<file path="config.mk">
export PLATFORM = sky130hd
export DESIGN_NAME = loop_index_stream_generator_unit
export DESIGN_NICKNAME = d
export VERILOG_FILES = /design/src/rtl/core/lisg_pkg.sv /design/src/rtl/core/loop_index_stream_generator_unit.sv /design/src/rtl/core/lisg_seq.sv /design/src/rtl/core/lisg_out_buf.sv
export SDC_FILE = /design/constraint.sdc
export NUM_CORES = 1
export LEC_CHECK = 0
export BUFFER_PORTS_ARGS = -buffer_cell sky130_fd_sc_hd__buf_2
export CAP_MARGIN = 25
export CELL_PAD_IN_SITES_DETAIL_PLACEMENT = 1
export CELL_PAD_IN_SITES_GLOBAL_PLACEMENT = 2
export CORE_ASPECT_RATIO = 0.9
export CORE_UTILIZATION = 39
export DETAILED_ROUTE_END_ITERATION = 7
export PLACE_DENSITY = 0.85
export SYNTH_ARGS = -nofsm -noshare
export SYNTH_HDL_FRONTEND = slang
export SYNTH_HIERARCHICAL = 1
export SYNTH_SLANG_ARGS = --single-unit
</file>
<file path="constraint.sdc">
create_clock -name i_clk -period 8.3 [get_ports i_clk]
set_input_delay 0.415 -clock i_clk [delete_from_list [all_inputs] [get_ports i_clk]]
set_output_delay 0.415 -clock i_clk [all_outputs]
set_load 0.01 [all_outputs]
</file>
<file path="src/rtl/core/lisg_pkg.sv">
`timescale 1ns / 1ps
`default_nettype none

package lisg_pkg;

    // item kinds
    localparam logic KIND_START   = 1'b0;
    localparam logic KIND_ADVANCE = 1'b1;

    // compare mode bits, lowest set bit wins
    localparam logic [4:0] MODE_LT = 5'h01;
    localparam logic [4:0] MODE_LE = 5'h02;
    localparam logic [4:0] MODE_GT = 5'h04;
    localparam logic [4:0] MODE_GE = 5'h08;
    localparam logic [4:0] MODE_NE = 5'h10;

    localparam logic [4:0] CONT_COND_RESET = MODE_LT;

    typedef struct packed {
        logic               kind;
        logic signed [63:0] start_value;
        logic signed [63:0] step_value;
        logic signed [63:0] bound_value;
    } t_in_item;

    typedef struct packed {
        logic signed [63:0] index;
        logic               cont;
    } t_out_item;

    function automatic logic cond_holds(
        input logic [4:0]         mode,
        input logic signed [63:0] a,
        input logic signed [63:0] b
    );
        logic res;
        begin
            if ((mode & MODE_LT) != 5'd0) begin
                res = (a < b);
            end else if ((mode & MODE_LE) != 5'd0) begin
                res = (a <= b);
            end else if ((mode & MODE_GT) != 5'd0) begin
                res = (a > b);
            end else if ((mode & MODE_GE) != 5'd0) begin
                res = (a >= b);
            end else if ((mode & MODE_NE) != 5'd0) begin
                res = (a != b);
            end else begin
                res = 1'b0;
            end
            return res;
        end
    endfunction

endpackage

`default_nettype wire

</file>
<file path="src/rtl/core/loop_index_stream_generator_unit.sv">
`timescale 1ns / 1ps
`default_nettype none

// Loop index stream generator.
// Input channel (i_in_valid / o_in_stall / i_in_data): a start beat loads
// start, step and bound and emits the first index; each advance beat emits
// the next index with its continue flag. The advance after a beat whose flag
// was 0 emits nothing and returns the block to idle. Starts while running and
// advances while idle are dropped without a result.
// Output channel (o_out_valid / i_out_stall / o_out_data): index and cont.
// Config: i_cfg_we / i_cfg_wdata write the 5-bit compare mode (lt, le, gt,
// ge, ne; lowest set bit wins, none set gives cont 0). Write only when idle.
// An accepted beat's result is registered in the output (or skid) register.
// Throughput: one beat per cycle while o_in_stall is low. The index add and
// signed compare are combinational, from state registers to output register.
// A receiver stall is absorbed by a one-beat skid register; o_in_stall rises
// only once that is full, and drops as soon as the output beat is taken.
// Reset (synchronous, active low) clears the phase, the buffers and sets the
// compare mode to lt.

module loop_index_stream_generator_unit
    import lisg_pkg::*;
(
    input  wire logic       i_clk,
    input  wire logic       i_rst_n,
    input  wire logic       i_cfg_we,
    input  wire logic [4:0] i_cfg_wdata,
    input  wire logic       i_in_valid,
    output logic            o_in_stall,
    input  wire t_in_item   i_in_data,
    output logic            o_out_valid,
    input  wire logic       i_out_stall,
    output t_out_item       o_out_data
);

    logic      in_accept;
    logic      res_valid;
    t_out_item res;
    logic      buf_full;

    assign in_accept  = i_in_valid && !buf_full;
    assign o_in_stall = buf_full;

    lisg_seq u_seq (
        .i_clk       (i_clk),
        .i_rst_n     (i_rst_n),
        .i_cfg_we    (i_cfg_we),
        .i_cfg_wdata (i_cfg_wdata),
        .i_accept    (in_accept),
        .i_item      (i_in_data),
        .o_res_valid (res_valid),
        .o_res       (res)
    );

    lisg_out_buf u_out_buf (
        .i_clk       (i_clk),
        .i_rst_n     (i_rst_n),
        .i_res_valid (res_valid),
        .i_res       (res),
        .o_full      (buf_full),
        .o_out_valid (o_out_valid),
        .i_out_stall (i_out_stall),
        .o_out_data  (o_out_data)
    );

    // skid full means the output register holds a beat too
    a_skid_implies_out : assert property (@(posedge i_clk) disable iff (!i_rst_n)
        o_in_stall |-> o_out_valid)
        else $error("skid beat held with empty output register");

    // a full skid cannot drain while the receiver stalls
    a_skid_holds : assert property (@(posedge i_clk) disable iff (!i_rst_n)
        (o_in_stall && i_out_stall) |=> o_in_stall)
        else $error("skid beat lost under stall");

    // a beat taken while the skid is empty leaves the output register valid
    a_result_lands : assert property (@(posedge i_clk) disable iff (!i_rst_n)
        (res_valid && !o_in_stall) |=> o_out_valid)
        else $error("result beat dropped");

endmodule

`default_nettype wire

</file>
<file path="src/rtl/core/lisg_seq.sv">
`timescale 1ns / 1ps
`default_nettype none

module lisg_seq
    import lisg_pkg::*;
(
    input  wire logic      i_clk,
    input  wire logic      i_rst_n,
    input  wire logic      i_cfg_we,
    input  wire logic [4:0] i_cfg_wdata,
    input  wire logic      i_accept,
    input  wire t_in_item  i_item,
    output logic           o_res_valid,
    output t_out_item      o_res
);

    logic [4:0]         r_cont_cond;
    logic               r_running;
    logic               r_term;
    logic signed [63:0] r_next;
    logic signed [63:0] r_step;
    logic signed [63:0] r_bound;

    logic               n_running;
    logic               n_term;
    logic signed [63:0] n_next;
    logic signed [63:0] n_step;
    logic signed [63:0] n_bound;

    logic               is_start;
    logic signed [63:0] cur_idx;
    logic signed [63:0] cur_step;
    logic signed [63:0] cur_bound;
    logic signed [63:0] sum;
    logic               cond;

    assign is_start  = (i_item.kind == KIND_START);
    assign cur_idx   = is_start ? i_item.start_value : r_next;
    assign cur_step  = is_start ? i_item.step_value  : r_step;
    assign cur_bound = is_start ? i_item.bound_value : r_bound;
    assign sum       = cur_idx + cur_step;
    assign cond      = cond_holds(r_cont_cond, cur_idx, cur_bound);

    always_comb begin
        n_running   = r_running;
        n_term      = r_term;
        n_next      = r_next;
        n_step      = r_step;
        n_bound     = r_bound;
        o_res_valid = 1'b0;
        o_res.index = cur_idx;
        o_res.cont  = cond;
        if (i_accept) begin
            if (is_start) begin
                if (!r_running) begin
                    n_step      = i_item.step_value;
                    n_bound     = i_item.bound_value;
                    n_next      = sum;
                    n_running   = 1'b1;
                    n_term      = !cond;
                    o_res_valid = 1'b1;
                end
            end else if (r_running) begin
                if (r_term) begin
                    // last index already taken: back to idle, nothing out
                    n_running = 1'b0;
                    n_term    = 1'b0;
                end else begin
                    n_term      = !cond;
                    o_res_valid = 1'b1;
                    if (cond) begin
                        n_next = sum;
                    end
                end
            end
        end
    end

    always_ff @(posedge i_clk) begin
        if (!i_rst_n) begin
            r_cont_cond <= CONT_COND_RESET;
            r_running   <= 1'b0;
            r_term      <= 1'b0;
            r_next      <= '0;
            r_step      <= '0;
            r_bound     <= '0;
        end else begin
            if (i_cfg_we) begin
                r_cont_cond <= i_cfg_wdata;
            end
            r_running <= n_running;
            r_term    <= n_term;
            r_next    <= n_next;
            r_step    <= n_step;
            r_bound   <= n_bound;
        end
    end

endmodule

`default_nettype wire

</file>
<file path="src/rtl/core/lisg_out_buf.sv">
`timescale 1ns / 1ps
`default_nettype none

module lisg_out_buf
    import lisg_pkg::*;
(
    input  wire logic      i_clk,
    input  wire logic      i_rst_n,
    input  wire logic      i_res_valid,
    input  wire t_out_item i_res,
    output logic           o_full,
    output logic           o_out_valid,
    input  wire logic      i_out_stall,
    output t_out_item      o_out_data
);

    logic      r_out_valid;
    logic      r_skid_valid;
    t_out_item r_out;
    t_out_item r_skid;
    logic      out_take;

    assign out_take    = r_out_valid && !i_out_stall;
    assign o_full      = r_skid_valid;
    assign o_out_valid = r_out_valid;
    assign o_out_data  = r_out;

    // control
    always_ff @(posedge i_clk) begin
        if (!i_rst_n) begin
            r_out_valid  <= 1'b0;
            r_skid_valid <= 1'b0;
        end else if (r_skid_valid) begin
            if (out_take) begin
                r_skid_valid <= 1'b0;
            end
        end else if (i_res_valid) begin
            if (r_out_valid && !out_take) begin
                r_skid_valid <= 1'b1;
            end else begin
                r_out_valid <= 1'b1;
            end
        end else if (out_take) begin
            r_out_valid <= 1'b0;
        end
    end

    // payload
    always_ff @(posedge i_clk) begin
        if (r_skid_valid) begin
            if (out_take) begin
                r_out <= r_skid;
            end
        end else if (i_res_valid) begin
            if (r_out_valid && !out_take) begin
                r_skid <= i_res;
            end else begin
                r_out <= i_res;
            end
        end
    end

endmodule

`default_nettype wire

</file>
After elaboration in Yosys (flattened, before gate mapping)
Cells that the tools add are included.
Word-level totals
  flip-flop bits (word level): 331
  bits of input ports: 203
  logic and storage cells: 77
Cells by class
  add/subtract/negate cells: 1
  muxes and demuxes: 34
  $lt $le $gt $ge: 4
  eq/ne operators: 8
  reduce and logical (&&, ||, !) cells: 15
  bitwise operators: 3
Operator list (number)
  $mux W64: 8
  $mux W65: 4
  $add A64 B64 Y64: 1
  $ge A64 B64 Y1: 1
  $gt A64 B64 Y1: 1
  $le A64 B64 Y1: 1
  $lt A64 B64 Y1: 1
  $ne A64 B64 Y1: 1
  $mux W1: 22
  $reduce_and A3 Y1: 5
  $ne A2 B2 Y1 const B: 5
  $reduce_and A5 Y1: 1
  $logic_not A1 Y1: 4
  $ne A2 B1 Y1 const B: 2
  $reduce_bool A2 Y1: 2
  $logic_and A1 B1 Y1: 3
  $not A1 Y1: 3

Logic depth before layout (Yosys ltp)
Gate-level depths: netlist of run 1.
  depth after elaboration: 11
  depth in mapped cells: 18
  depth with buffers taken out: 15

Hierarchy
The synthesis of run 1 kept the hierarchy.
By module, submodules not included
  lisg_seq: instances 1, sequential area each 3983.8 µm², cells each 1794, area each 14331.2 µm²
  lisg_out_buf: instances 1, sequential area each 3943.8 µm², cells each 216, area each 4815.9 µm²
  loop_index_stream_generator_unit: instances 1, sequential area each 0.0 µm², cells each 1, area each 13.8 µm²

Worst setup path after synthesis of run 1
Ideal clock, no wire load.
  path type: input to register
  from: input port i_in_data[192] in the netlist's numbering
  to: register u_out_buf.r_out (netlist bit u_out_buf/o_out_data[0]), enable pin
  data required time: 7.794 ns
  data arrival time: 4.380 ns
  setup slack: 3.414 ns
  buffers on the path: 3
  cell stages on the path: 7
  cells stage by stage: clkbuf_1 > clkbuf_1 > clkbuf_1 > nor2_1 > o21a_1 > nand2b_1 > a21boi_1
Between the ends
  cells in the longest elaborated chain, start to end: 4
Ends and longest elaborated chain
  start: declaration: line loop_index_stream_generator_unit.sv:30  | input wire t_in_item i_in_data,
  $mux W1: line lisg_seq.sv:54  | if (is_start) begin
  $mux W1: line lisg_seq.sv:53  | if (i_accept) begin
  via res_valid: line loop_index_stream_generator_unit.sv:37  | logic res_valid;
  $reduce_bool A2 Y1 (no line)
  $reduce_and A3 Y1 (no line)
  end signal: assignment: line lisg_out_buf.sv:52  | r_out <= r_skid;
  end signal: assignment: line lisg_out_buf.sv:58  | r_out <= i_res;
  end: declaration: line lisg_out_buf.sv:19  | t_out_item r_out;
The timed path passes the listed nets, and every way through them passes these cells.
A chain may end at the register's enable or synchronous reset.

==> run_results.csv, run 1 <==
group,metric,value,unit
detailed_routing,wl_per_cell,21.4,um
sta,final-setup-viol-count,0,
detailed_routing,wirelength,61500,um
clock_network,cts_setup_buffers,0,
clock_network,cts.sinks,331,
grt,grt_start_max_net_pins,129,
setup_path,cp_cell_sequence,"clkbuf_8 > buf_4 > mux2i_1 > inv_1 > ha_1 > nand4_2 > nor4_4 > nand3_1 > a211oi_1 > nor4_1 > a21oi_2 > a2111oi_4 > nor3_4 > buf_4 > mux2i_1 > nor2_1",
placement,dp.cells,2802,
yosys,yosys_warnings,6,
sta,skew,10.5,ps
floorplan,coreArea,48200,sq um
setup_path,start_kind,"primary input",
clock_network,clock_path_buffers,3,
clock_network,insertion_delay,550,ps
sta,worst_pin_slew,1110,ps
setup_path,reg2reg_slack,3720,ps
setup_path,cp.depth,16,
setup_path,r2r-end,"u_seq/r_next[41]",
placement,dp_hpwl,44700,um
sta,rsz0062_at_grt,"no",
clock_network,cts_tree,"built",
setup_path,path_class,"primary input to flop",
detailed_routing,drt_pre_antenna_iters,5,
floorplan,row_count,76,
yosys,synth_top_area_share,21.0,%
sta,period_minus_slack,5450,ps
outcome,outcome,"finished, final reports clean",
setup_path,worstSetupStartpoint,"i_in_data[192]",
grt,grt_pass1_vias,16800,
run,cap_violations,0,
cells_and_area,syn_to_final_growth,16.3,%
grt,grt.total_usage,24.1,%
clock_network,numCtsBuffers,39,
cells_and_area,final_cell_mix,"nand2_1 (369), buf_2 (268), a21oi_1 (253), dfxtp_1 (200), mux2_2 (183)",
cells_and_area,num_antenna_cells,0,
setup_path,cp-endpoint,"u_seq/r_next[41]",
setup_path,cp_slowest_cell,"nor3_4",
yosys,syn-instance-count,2011,
detailed_routing,drtIter0Drc,696,
grt,antenna_found_initial,0,
power,ir_drop,0.144,mV
yosys,synth_flop_cell,"dfxtp_1",
clock_network,hold_buffers,0,
yosys,synth_cell_types,76,
setup_path,cp.arrival,5840,ps
setup_path,cp.required,8700,ps
yosys,synth_nets,2343,
floorplan,die_height,212,um
clock_network,htree_levels,2,
sta,hold_viol_final,0,
setup_path,critical_path.max_fanout,79,
yosys,synth.cell_area,19200,sq um
clock_network,cts_root_buf,"clkbuf_16",
cells_and_area,fin_util,46.2,%
yosys,synth_edf_count,130,
setup_path,reg2reg_depth,14,
placement,numPortBuffers,269,
yosys,yosysSeqAreaShare,41.4,%
floorplan,start_util,39.7,%
clock_network,postCtsResizedCells,0,
sta,max_freq,184,MHz
setup_path,crit_buf_inv,4,
grt,grt_overflow_total,0,
sta,drv_slew,0,
yosys,avgSynthCellArea,9.53,sq um
power,p_leak,9.13,nW
detailed_routing,drcViolationCount,0,
yosys,ys_seq_elements,331,
sta,setup_tns,0,ps
setup_path,critPathCaptureType,"flop",
floorplan,ios,270,
sta,post-route-period-util,65.6,%
setup_path,slowest_delay,650,ps
cells_and_area,num-nets-final,2552,
floorplan,dieArea,50000,sq um
cells_and_area,drive_above_1_share,24.9,%
setup_path,crit_family,"simple AND/OR/NAND/NOR gates",
cells_and_area,final_common_cell,"nand2_1",
yosys,synth-async-reset-ratio,0,%
setup_path,r2r_start,"u_seq/r_next[63]",
hold_path,hold_class,"primary input to flop",
detailed_routing,detail-route-antenna-nets,0,
yosys,synthTopCellsByArea,"dfxtp_1 (21%), edfxtp_1 (20%), mux2_2 (11%), ha_1 (8.4%), nand2_1 (7.2%)",
grt,grt_pass1_wl,95000,um
power,p_per_area,208,nW/um^2
sta,maxSlewHeadroom,26.1,%
cells_and_area,final_cells,2874,
floorplan,die_w,236,um
clock_network,clkTransAtPathRegs,60,ps
detailed_routing,vias_per_cell,5.59,
yosys,yosys.area.top_type,"dfxtp_1",
detailed_routing,vias,16100,
placement,routabilityCongestion,0.839,
[logic make-up after synthesis]
family	after synthesis	share of synthesized area (%)
adder cells (fa/ha/maj)	129	8.46
XOR/XNOR	58	2.65
multiplexers	265	15.2
AO/OA/AOI/OAI	488	15.3
flip-flops	331	41.4
AND/OR/NAND/NOR	601	13.9
buffers and inverters	139	3.02
[worst min path at each step]
| stage | startpoint | cells after the start | slack [ps] | endpoint |
|---|---|---|---|---|
| 6_report | i_in_data[5] | 3 | 110 | u_seq/r_bound[5] |
| 5_1_grt | i_in_data[39] | 3 | 100 | u_seq/r_bound[39] |
| 4_1_cts | i_in_data[60] | 3 | 80 | u_seq/r_bound[60] |
| 3_5_place_dp | u_seq/r_step[40] | 2 | 450 | u_seq/r_step[40] |
| 3_3_place_gp | u_seq/r_next[5] | 2 | 440 | u_seq/r_next[5] |
| 2_1_floorplan | u_seq/r_next[5] | 2 | 430 | u_seq/r_next[5] |
[where the power goes]
| group | leakage [nW] | switching (W) | internal [W] | total [W] |
|---|---|---|---|---|
| Sequential | 2.85 | 0.0000468 | 0.00180 | 0.00185 |
| Combinational | 5.65 | 0.000641 | 0.000416 | 0.00106 |
| Clock | 0.629 | 0.000707 | 0.00102 | 0.00173 |
[synth_stat cells (31+ instances only)]
cell	instances
o21ai_0	63
mux2i_1	75
nor2_1	56
a21oi_1	253
mux2_2	183
ha_1	128
dfxtp_1	201
nand2_1	370
a21o_1	35
o31ai_1	35
clkbuf_1	82
edfxtp_1	130
nand3_1	58
xor2_1	31
[worst reg2reg max path: stages, from the launching register on]
cell and delay [ps]:
dfxtp_1 320, mux2i_1 220, inv_1 110, ha_1 470, nand4_2 210, nor4_4 430
nand3_1 290, a211oi_1 480, nor4_1 170, a21oi_2 240, a2111oi_4 120, nor3_4 650
buf_4 430, mux2i_1 230, nor2_1 60
[metal layers]
metal,GRT usage [%],wire length [um]
met2,42.1,29800
met1,31.8,28500
met4,5.09,960
met3,3.43,2270
met5,0,0
[sequential cells by signal, indices dropped and copies added (netlist names)]
signal                 flops
u_seq/r_cont_cond          5
u_seq/r_running            1
u_out_buf/o_out_valid      1
u_out_buf/o_out_data      65
u_seq/r_step              64
u_seq/r_bound             64
u_seq/r_next              64
u_out_buf/o_full           1
u_out_buf/r_skid          65
u_seq/r_term               1
[area by class of cell]
type	instances	area (sq um)
Fill cell	5490	25900
Multi-Input combinational cell	1541	10700
Clock buffer	57	1150
Tap cell	624	781
Timing Repair Buffer	283	1510
Inverter	24	95.1
Clock inverter	14	128
Sequential cell	331	7930
[stage by stage]
| step | hold WS [ps] | setup slack (ps) | cell area (sq um) | total power (W) |
|---|---|---|---|---|
| 6_report | 108 | 2850 | 22300 | 0.00463 |
| 5_1_grt | 98.1 | 2430 | 22300 | 0.00485 |
| 4_1_cts | 84.9 | 2800 | 22300 | 0.00467 |
| 3_5_place_dp | 447 | 2220 | 21000 | 0.00292 |
| 3_3_place_gp | 435 | 2350 | 21000 | 0.00289 |
| 2_1_floorplan | 428 | 3410 | 19200 | 0.00259 |
No activity file was read; power rests on OpenSTA's default activity.
==> inputs of run 2 (changes only) <==
--- a/config.mk
+++ b/config.mk
@@ -10,9 +10,9 @@
 export CELL_PAD_IN_SITES_DETAIL_PLACEMENT = 1
 export CELL_PAD_IN_SITES_GLOBAL_PLACEMENT = 2
 export CORE_ASPECT_RATIO = 0.9
-export CORE_UTILIZATION = 39
+export CORE_UTILIZATION = 33
 export DETAILED_ROUTE_END_ITERATION = 7
-export PLACE_DENSITY = 0.85
+export PLACE_DENSITY = 0.76
 export SYNTH_ARGS = -nofsm -noshare
 export SYNTH_HDL_FRONTEND = slang
 export SYNTH_HIERARCHICAL = 1
==> constraint.sdc (replaced) <==
create_clock -name i_clk -period 4.9 [get_ports i_clk]
set_input_delay 0.245 -clock i_clk [delete_from_list [all_inputs] [get_ports i_clk]]
set_output_delay 0.245 -clock i_clk [all_outputs]
set_load 0.01 [all_outputs]
==> run 2 against run 1 <==
Hold slack worse by 36 ps. Routed wire length up 7.5%. Critical path depth unchanged. Global-route usage shrank 1.9 points. Setup slack got worse by 2200 ps. Total power rose by 77%. Critical path type unchanged. Sequential share of layout area down 3.2 points. Die area increased by 18%. Register-to-register slack worse by 2900 ps.
==> run_results.csv, run 2 (synthesized netlist as in run 1, its figures left out) <==
group,metric,value,unit
outcome,outcome,"finished, final reports clean",
placement,numPortBuffers,269,
sta,hold_viol_final,0,
sta,setup_slack,704,ps
run,cap_violations,0,
detailed_routing,wl_per_cell,20.6,um
clock_network,cts_tree,"built",
clock_network,postCtsResizedCells,0,
cells_and_area,final_cell_mix,"nand2_1 (369), buf_2 (268), a21oi_1 (253), dfxtp_1 (200), mux2_2 (183)",
power,share_comb_of_total_power,24.0,%
sta,setup_tns,0,ps
power,p_int,0.00576,W
detailed_routing,vias_per_cell,5.20,
sta,skew,9.37,ps
power,pwr-share-clk,38.0,%
floorplan,die_w,256,um
cells_and_area,num-nets-final,2748,
sta,worst_pin_slew,972,ps
cells_and_area,drive_above_1_share,25.6,%
grt,grt_pass1_vias,17900,
setup_path,cp.arrival,4670,ps
placement,dp_hpwl,47400,um
grt,antenna_found_initial,0,
setup_path,cp.required,5370,ps
placement,routabilityCongestion,0.862,
detailed_routing,drt_pre_antenna_iters,5,
detailed_routing,wirelength,66200,um
power,swShare,29.9,%
grt,grt_pass1_wl,103000,um
placement,dpl_worst_slack,94.7,ps
cells_and_area,fillers,6479,
cells_and_area,final_common_cell,"nand2_1",
setup_path,critical_path.max_fanout,40,
floorplan,row_count,83,
setup_path,path_class,"primary input to flop",
detailed_routing,drcViolationCount,0,
clock_network,insertion_delay,560,ps
setup_path,slowest_delay,430,ps
setup_path,reg2reg_slack,780,ps
cells_and_area,stdcell_area,24500,sq um
detailed_routing,drtIter0Drc,804,
power,p_leak,10.1,nW
sta,maxSlewHeadroom,35.2,%
setup_path,critPathCaptureType,"flop",
power,p_per_area,335,nW/um^2
floorplan,start_util,33.5,%
clock_network,cts_root_buf,"clkbuf_16",
power,p_seq_share,38.1,%
cells_and_area,syn_to_final_growth,27.8,%
grt,grt_overflow_total,0,
floorplan,die_height,231,um
detailed_routing,vias,16700,
grt,grt_start_max_net_pins,129,
clock_network,clkTransAtPathRegs,60,ps
grt,grt.total_usage,22.3,%
sta,final-setup-viol-count,0,
sta,period_minus_slack,4200,ps
power,power.switching,0.00245,W
setup_path,cp_slowest_cell,"a211o_1",
sta,post-route-period-util,85.6,%
clock_network,clock_path_buffers,3,
setup_path,cp_cell_sequence,"clkbuf_8 > buf_12 > buf_4 > buf_4 > mux2_2 > ha_1 > a21oi_1 > o21ai_0 > a211o_1 > o21ai_0 > a211o_1 > a211oi_1 > a21oi_1 > or2_2 > xnor2_1 > a211oi_1",
placement,dpl_cell_area,21800,sq um
sta,drv_slew,0,
clock_network,cts.sinks,331,
clock_network,numCtsBuffers,40,
floorplan,coreArea,57200,sq um
sta,rsz0062_at_grt,"no",
clock_network,htree_levels,2,
power,ir_drop,0.211,mV
detailed_routing,detail-route-antenna-nets,0,
hold_path,hold_class,"primary input to flop",
cells_and_area,num_antenna_cells,0,
setup_path,start_kind,"primary input",
floorplan,ios,270,
sta,max_freq,238,MHz
floorplan,dieArea,59000,sq um
==> run 2: changes by cell type in the layout (fill, tap and decap cells not counted), sizes merged <==
| cell | previous run | this run |
|---|---|---|
| clkbuf | 58 | 55 |
| buf | 282 | 343 |
| dlygate4sd3 | 0 | 134 |
| clkinvlp | 0 | 4 |
| bufinv | 2 | 5 |
| clkinv | 12 | 9 |
==> run 2: critical path, delay by kind of cell <==
kind | cells | cell delay (ps)
simple gates | 1 | 340
compound gates | 8 | 2070
buf+inv | 4 | 1070
mux | 1 | 380
fa+ha+maj | 1 | 400
xor+xnor | 1 | 130
==> run 2: layout make-up <==
type / instances / area [sq um] / share of cell area [%]
Timing Repair Buffer: 478 / 3440 / 14.1
Tap cell: 765 / 957 / 3.91
Clock inverter: 18 / 223 / 0.910
Sequential cell: 331 / 7930 / 32.4
Multi-Input combinational cell: 1541 / 10700 / 43.7
Inverter: 24 / 95.1 / 0.388
Clock buffer: 54 / 1120 / 4.60
==> run 2: path summary, 6_finish.rpt <==
kind                                  startpoint                    to  depth (start not counted)
worst max-delay path              i_in_data[192]      u_seq/r_next[59]                         16
worst min-delay path              i_in_data[180]  u_out_buf/r_skid[53]                          2
worst min register to register  u_seq/r_step[48]      u_seq/r_step[48]                          2
worst max register to register  u_seq/r_next[59]      u_seq/r_next[18]                         14
==> run 2: power groups by stage <==
stage               clock network (W)  logic, W  registers, W
floorplan                           0   0.00120       0.00318
global placement                    0   0.00182       0.00318
detailed placement                  0   0.00187       0.00318
CTS                           0.00319   0.00197       0.00313
global route                  0.00330   0.00217       0.00314
finish                        0.00312   0.00197       0.00313
==> run 2: metal layers <==
layer / track usage [%] / vias to the layer above / share of wire, %
met5: 0 / - / 0
met1: 29.6 / 8246 / 47
met2: 38.4 / 264 / 48
li1: - / 8121 / -
met4: 6.04 / 0 / 2.2
met3: 2.27 / 81 / 2.4
==> run 2: repair_timing <==
action / CTS / global route
buffers inserted: 0 / 0
endpoints found under the hold margin: 134 / 0
hold buffers: 134 / 0
==> run 2: through the flow <==
step / std cells / util, % / power [W] / hold WS (ps)
2_1_floorplan: 2011 / - / 0.00438 / 374
3_3_place_gp: 3002 / 37.9 / 0.00500 / 438
3_5_place_dp: 3004 / 38.0 / 0.00505 / 447
4_1_cts: 3210 / 42.7 / 0.00829 / 43.3
5_1_grt: 3211 / 42.8 / 0.00861 / 68.6
6_report: 3211 / 42.8 / 0.00821 / 72.6
==> inputs of run 3 (changes only) <==
--- a/config.mk
+++ b/config.mk
@@ -5,12 +5,13 @@
 export SDC_FILE = /design/constraint.sdc
 export NUM_CORES = 1
 export LEC_CHECK = 0
+export ABC_AREA = 1
 export BUFFER_PORTS_ARGS = -buffer_cell sky130_fd_sc_hd__buf_2
 export CAP_MARGIN = 25
 export CELL_PAD_IN_SITES_DETAIL_PLACEMENT = 1
 export CELL_PAD_IN_SITES_GLOBAL_PLACEMENT = 2
 export CORE_ASPECT_RATIO = 0.9
-export CORE_UTILIZATION = 33
+export CORE_UTILIZATION = 30
 export DETAILED_ROUTE_END_ITERATION = 7
 export PLACE_DENSITY = 0.76
 export SYNTH_ARGS = -nofsm -noshare
==> run 3 against run 2 <==
Hold slack got worse by 51 ps. Routed wire length rose by 15%. Synthesized area rose by 4.1%. Clock skew rose by 17 ps. Sequential power rose by 2%. Global-route usage fell by 0.14 points. Largest cell class unchanged. Largest power group is now the clock network.
==> run_results.csv, run 3 <==
group,metric,value,unit
outcome,outcome,"finished, final reports clean",
detailed_routing,detail-route-antenna-nets,0,
sta,post-route-period-util,86.3,%
setup_path,start_kind,"flop",
detailed_routing,drt_pre_antenna_iters,6,
floorplan,row_count,89,
clock_network,htree_levels,2,
power,p_per_area,342,nW/um^2
floorplan,start_util,30.4,%
yosys,synth.cell_area,19900,sq um
setup_path,cp.required,5370,ps
yosys,yosysMostFrequentCell,"nand2_1",
placement,routabilityCongestion,0.891,
detailed_routing,vias,19500,
power,p_int,0.00577,W
floorplan,coreArea,65600,sq um
grt,grt_pass1_wl,117000,um
floorplan,ios,270,
sta,drv_slew,0,
detailed_routing,vias_per_cell,4.86,
setup_path,cp_slowest_cell,"o21ai_1",
hold_path,hold_class,"primary input to flop",
yosys,synthTopCellsByArea,"dfxtp_1 (20%), edfxtp_1 (20%), nand2_1 (17%), nor2_1 (8.7%), ha_1 (8.0%)",
cells_and_area,final_cells,4020,
sta,setup_tns,0,ps
clock_network,postCtsResizedCells,0,
placement,dp.cells,3808,
yosys,synth_top_area_share,20.2,%
clock_network,clock_path_buffers,3,
sta,period_minus_slack,4230,ps
power,pwr-share-clk,37.8,%
detailed_routing,wl_per_cell,18.9,um
setup_path,cp.arrival,4700,ps
clock_network,hold_buffers,134,
cells_and_area,num_antenna_cells,0,
grt,grt_use_met2,37.0,%
clock_network,clkTransAtPathRegs,60,ps
detailed_routing,wirelength,76000,um
sta,final-setup-viol-count,0,
grt,busiest_layer,"met2",
cells_and_area,drive_above_1_share,12.6,%
sta,maxSlewHeadroom,31.6,%
setup_path,critPathCaptureType,"flop",
yosys,synth-async-reset-ratio,0,%
yosys,yosysSeqAreaShare,39.8,%
clock_network,cts_tree,"built",
setup_path,slowest_delay,640,ps
clock_network,cts_setup_buffers,0,
power,power.switching,0.00274,W
sta,skew,26.3,ps
cells_and_area,syn_to_final_growth,25.0,%
power,swShare,32.2,%
run,cap_violations,0,
cells_and_area,num-nets-final,3455,
detailed_routing,drcViolationCount,0,
grt,grt_overflow_total,0,
power,p_seq_share,37.4,%
placement,numPortBuffers,269,
cells_and_area,multi_input_area,10900,sq um
grt,grt_start_max_net_pins,87,
yosys,netlist_top_cells_count,"nand2_1 (881), nor2_1 (463), o21ai_0 (208)",
grt,antenna_found_initial,0,
setup_path,critical_path.max_fanout,4,
grt,met1_usage,30.4,%
yosys,synth_nets,3104,
setup_path,path_class,"flop to flop",
yosys,synth_flop_cell,"dfxtp_1",
detailed_routing,drtIter0Drc,944,
yosys,ys_seq_elements,331,
grt,use_met3,2.42,%
power,p_leak,11.5,nW
yosys,yosys_warnings,6,
cells_and_area,final_common_cell,"nand2_1",
sta,rsz0062_at_grt,"no",
yosys,synth_edf_count,130,
clock_network,numCtsBuffers,42,
yosys,syn-instance-count,2772,
yosys,avgSynthCellArea,7.19,sq um
clock_network,cts_root_buf,"clkbuf_16",
power,share_comb_of_total_power,24.8,%
floorplan,die_w,274,um
cells_and_area,final_cell_mix,"nand2_1 (880), nor2_1 (462), buf_2 (267), o21ai_0 (208), dfxtp_1 (200)",
yosys,yosys.area.top_type,"dfxtp_1",
setup_path,cp_cell_sequence,"or2_2 > o21ai_0 > inv_1 > ha_1 > inv_1 > fa_1 > o21ai_1 > a21boi_1 > o21ai_2 > a21oi_1 > o21ai_1 > a21boi_0 > o21ai_1 > nand2_1 > nand3_1 > nand2_1 > nor2_1 > nor2_1",
power,ir_drop,0.246,mV
cells_and_area,seqCellArea,7930,sq um
grt,grt.total_usage,22.1,%
placement,dp_hpwl,55400,um
sta,max_freq,236,MHz
clock_network,cts.sinks,331,
yosys,synth_cell_types,49,
cells_and_area,fillers,8114,
floorplan,die_height,247,um
floorplan,dieArea,67500,sq um
sta,worst_pin_slew,1030,ps
grt,grt_pass1_vias,20500,
sta,hold_viol_final,0,
setup_path,cp_common_cell,"o21ai_1",
clock_network,insertion_delay,570,ps
[run 3: power groups by stage]
stage | Combinational [W] | Sequential, W | Clock [W]
3_3_place_gp | 0.00198 | 0.00323 | 0
2_1_floorplan | 0.00130 | 0.00324 | 0
3_5_place_dp | 0.00202 | 0.00324 | 0
5_1_grt | 0.00237 | 0.00320 | 0.00340
6_report | 0.00211 | 0.00318 | 0.00322
4_1_cts | 0.00212 | 0.00318 | 0.00330
[run 3: metrics by stage]
step                power, W  hold slack [ps]  setup WS [ps]  utilization, %  area (sq um)
floorplan            0.00454              343           80.6               -         19900
global placement     0.00521              460            657            33.8         22100
detailed placement   0.00526              468            444            33.8         22100
CTS                  0.00861             7.08            790            37.9         24900
global route         0.00897             22.2            503            38.0         24900
finish               0.00851             21.2            669            38.0         24900
[run 3: worst paths after layout]
check,startpoint,endpoint,slack (ps),cells past startpoint
setup / recovery,u_seq/r_next[0],u_seq/r_next[50],670,18
hold / removal,i_in_data[100],u_seq/r_step[36],20,3
setup reg to reg,u_seq/r_next[0],u_seq/r_next[50],670,18
hold reg to reg,u_seq/r_bound[42],u_seq/r_bound[42],480,2
[run 3: per-layer routing]
layer	share of wire (%)	vias to the layer above
li1	-	9763
met1	49	9417
met2	46	273
met3	2.8	68
met4	1.6	0
met5	0	-
[run 3: logic make-up (layout without fill, tap and decap cells)]
logic type | after synthesis | count (layout) | synth area share (%)
and+or+nand+nor | 1474 | 1474 | 28.8
DFF | 331 | 331 | 39.8
buffers and inverters | 272 | 656 | 5.65
AOI/OAI and AO/OA | 445 | 445 | 12.0
muxes | 64 | 64 | 3.21
xor gates and xnor gates | 57 | 57 | 2.50
adders and majority gates | 129 | 129 | 8.13
[run 3: layout make-up]
cell class	instances	area share, %
clock buffer	56	4.76
tap	864	4.34
inverter	145	2.20
clock inverter	21	0.894
sequential	331	31.8
timing repair buffer	434	12.2
multi-input combinational	2169	43.8
[run 3: critical path: cells and delay by family, from the launching register on]
kind,cells,cell delay [ps]
simple gates,6,520
buf+inv,2,210
flops,1,360
compound gates,8,2430
fa+ha+maj,2,590
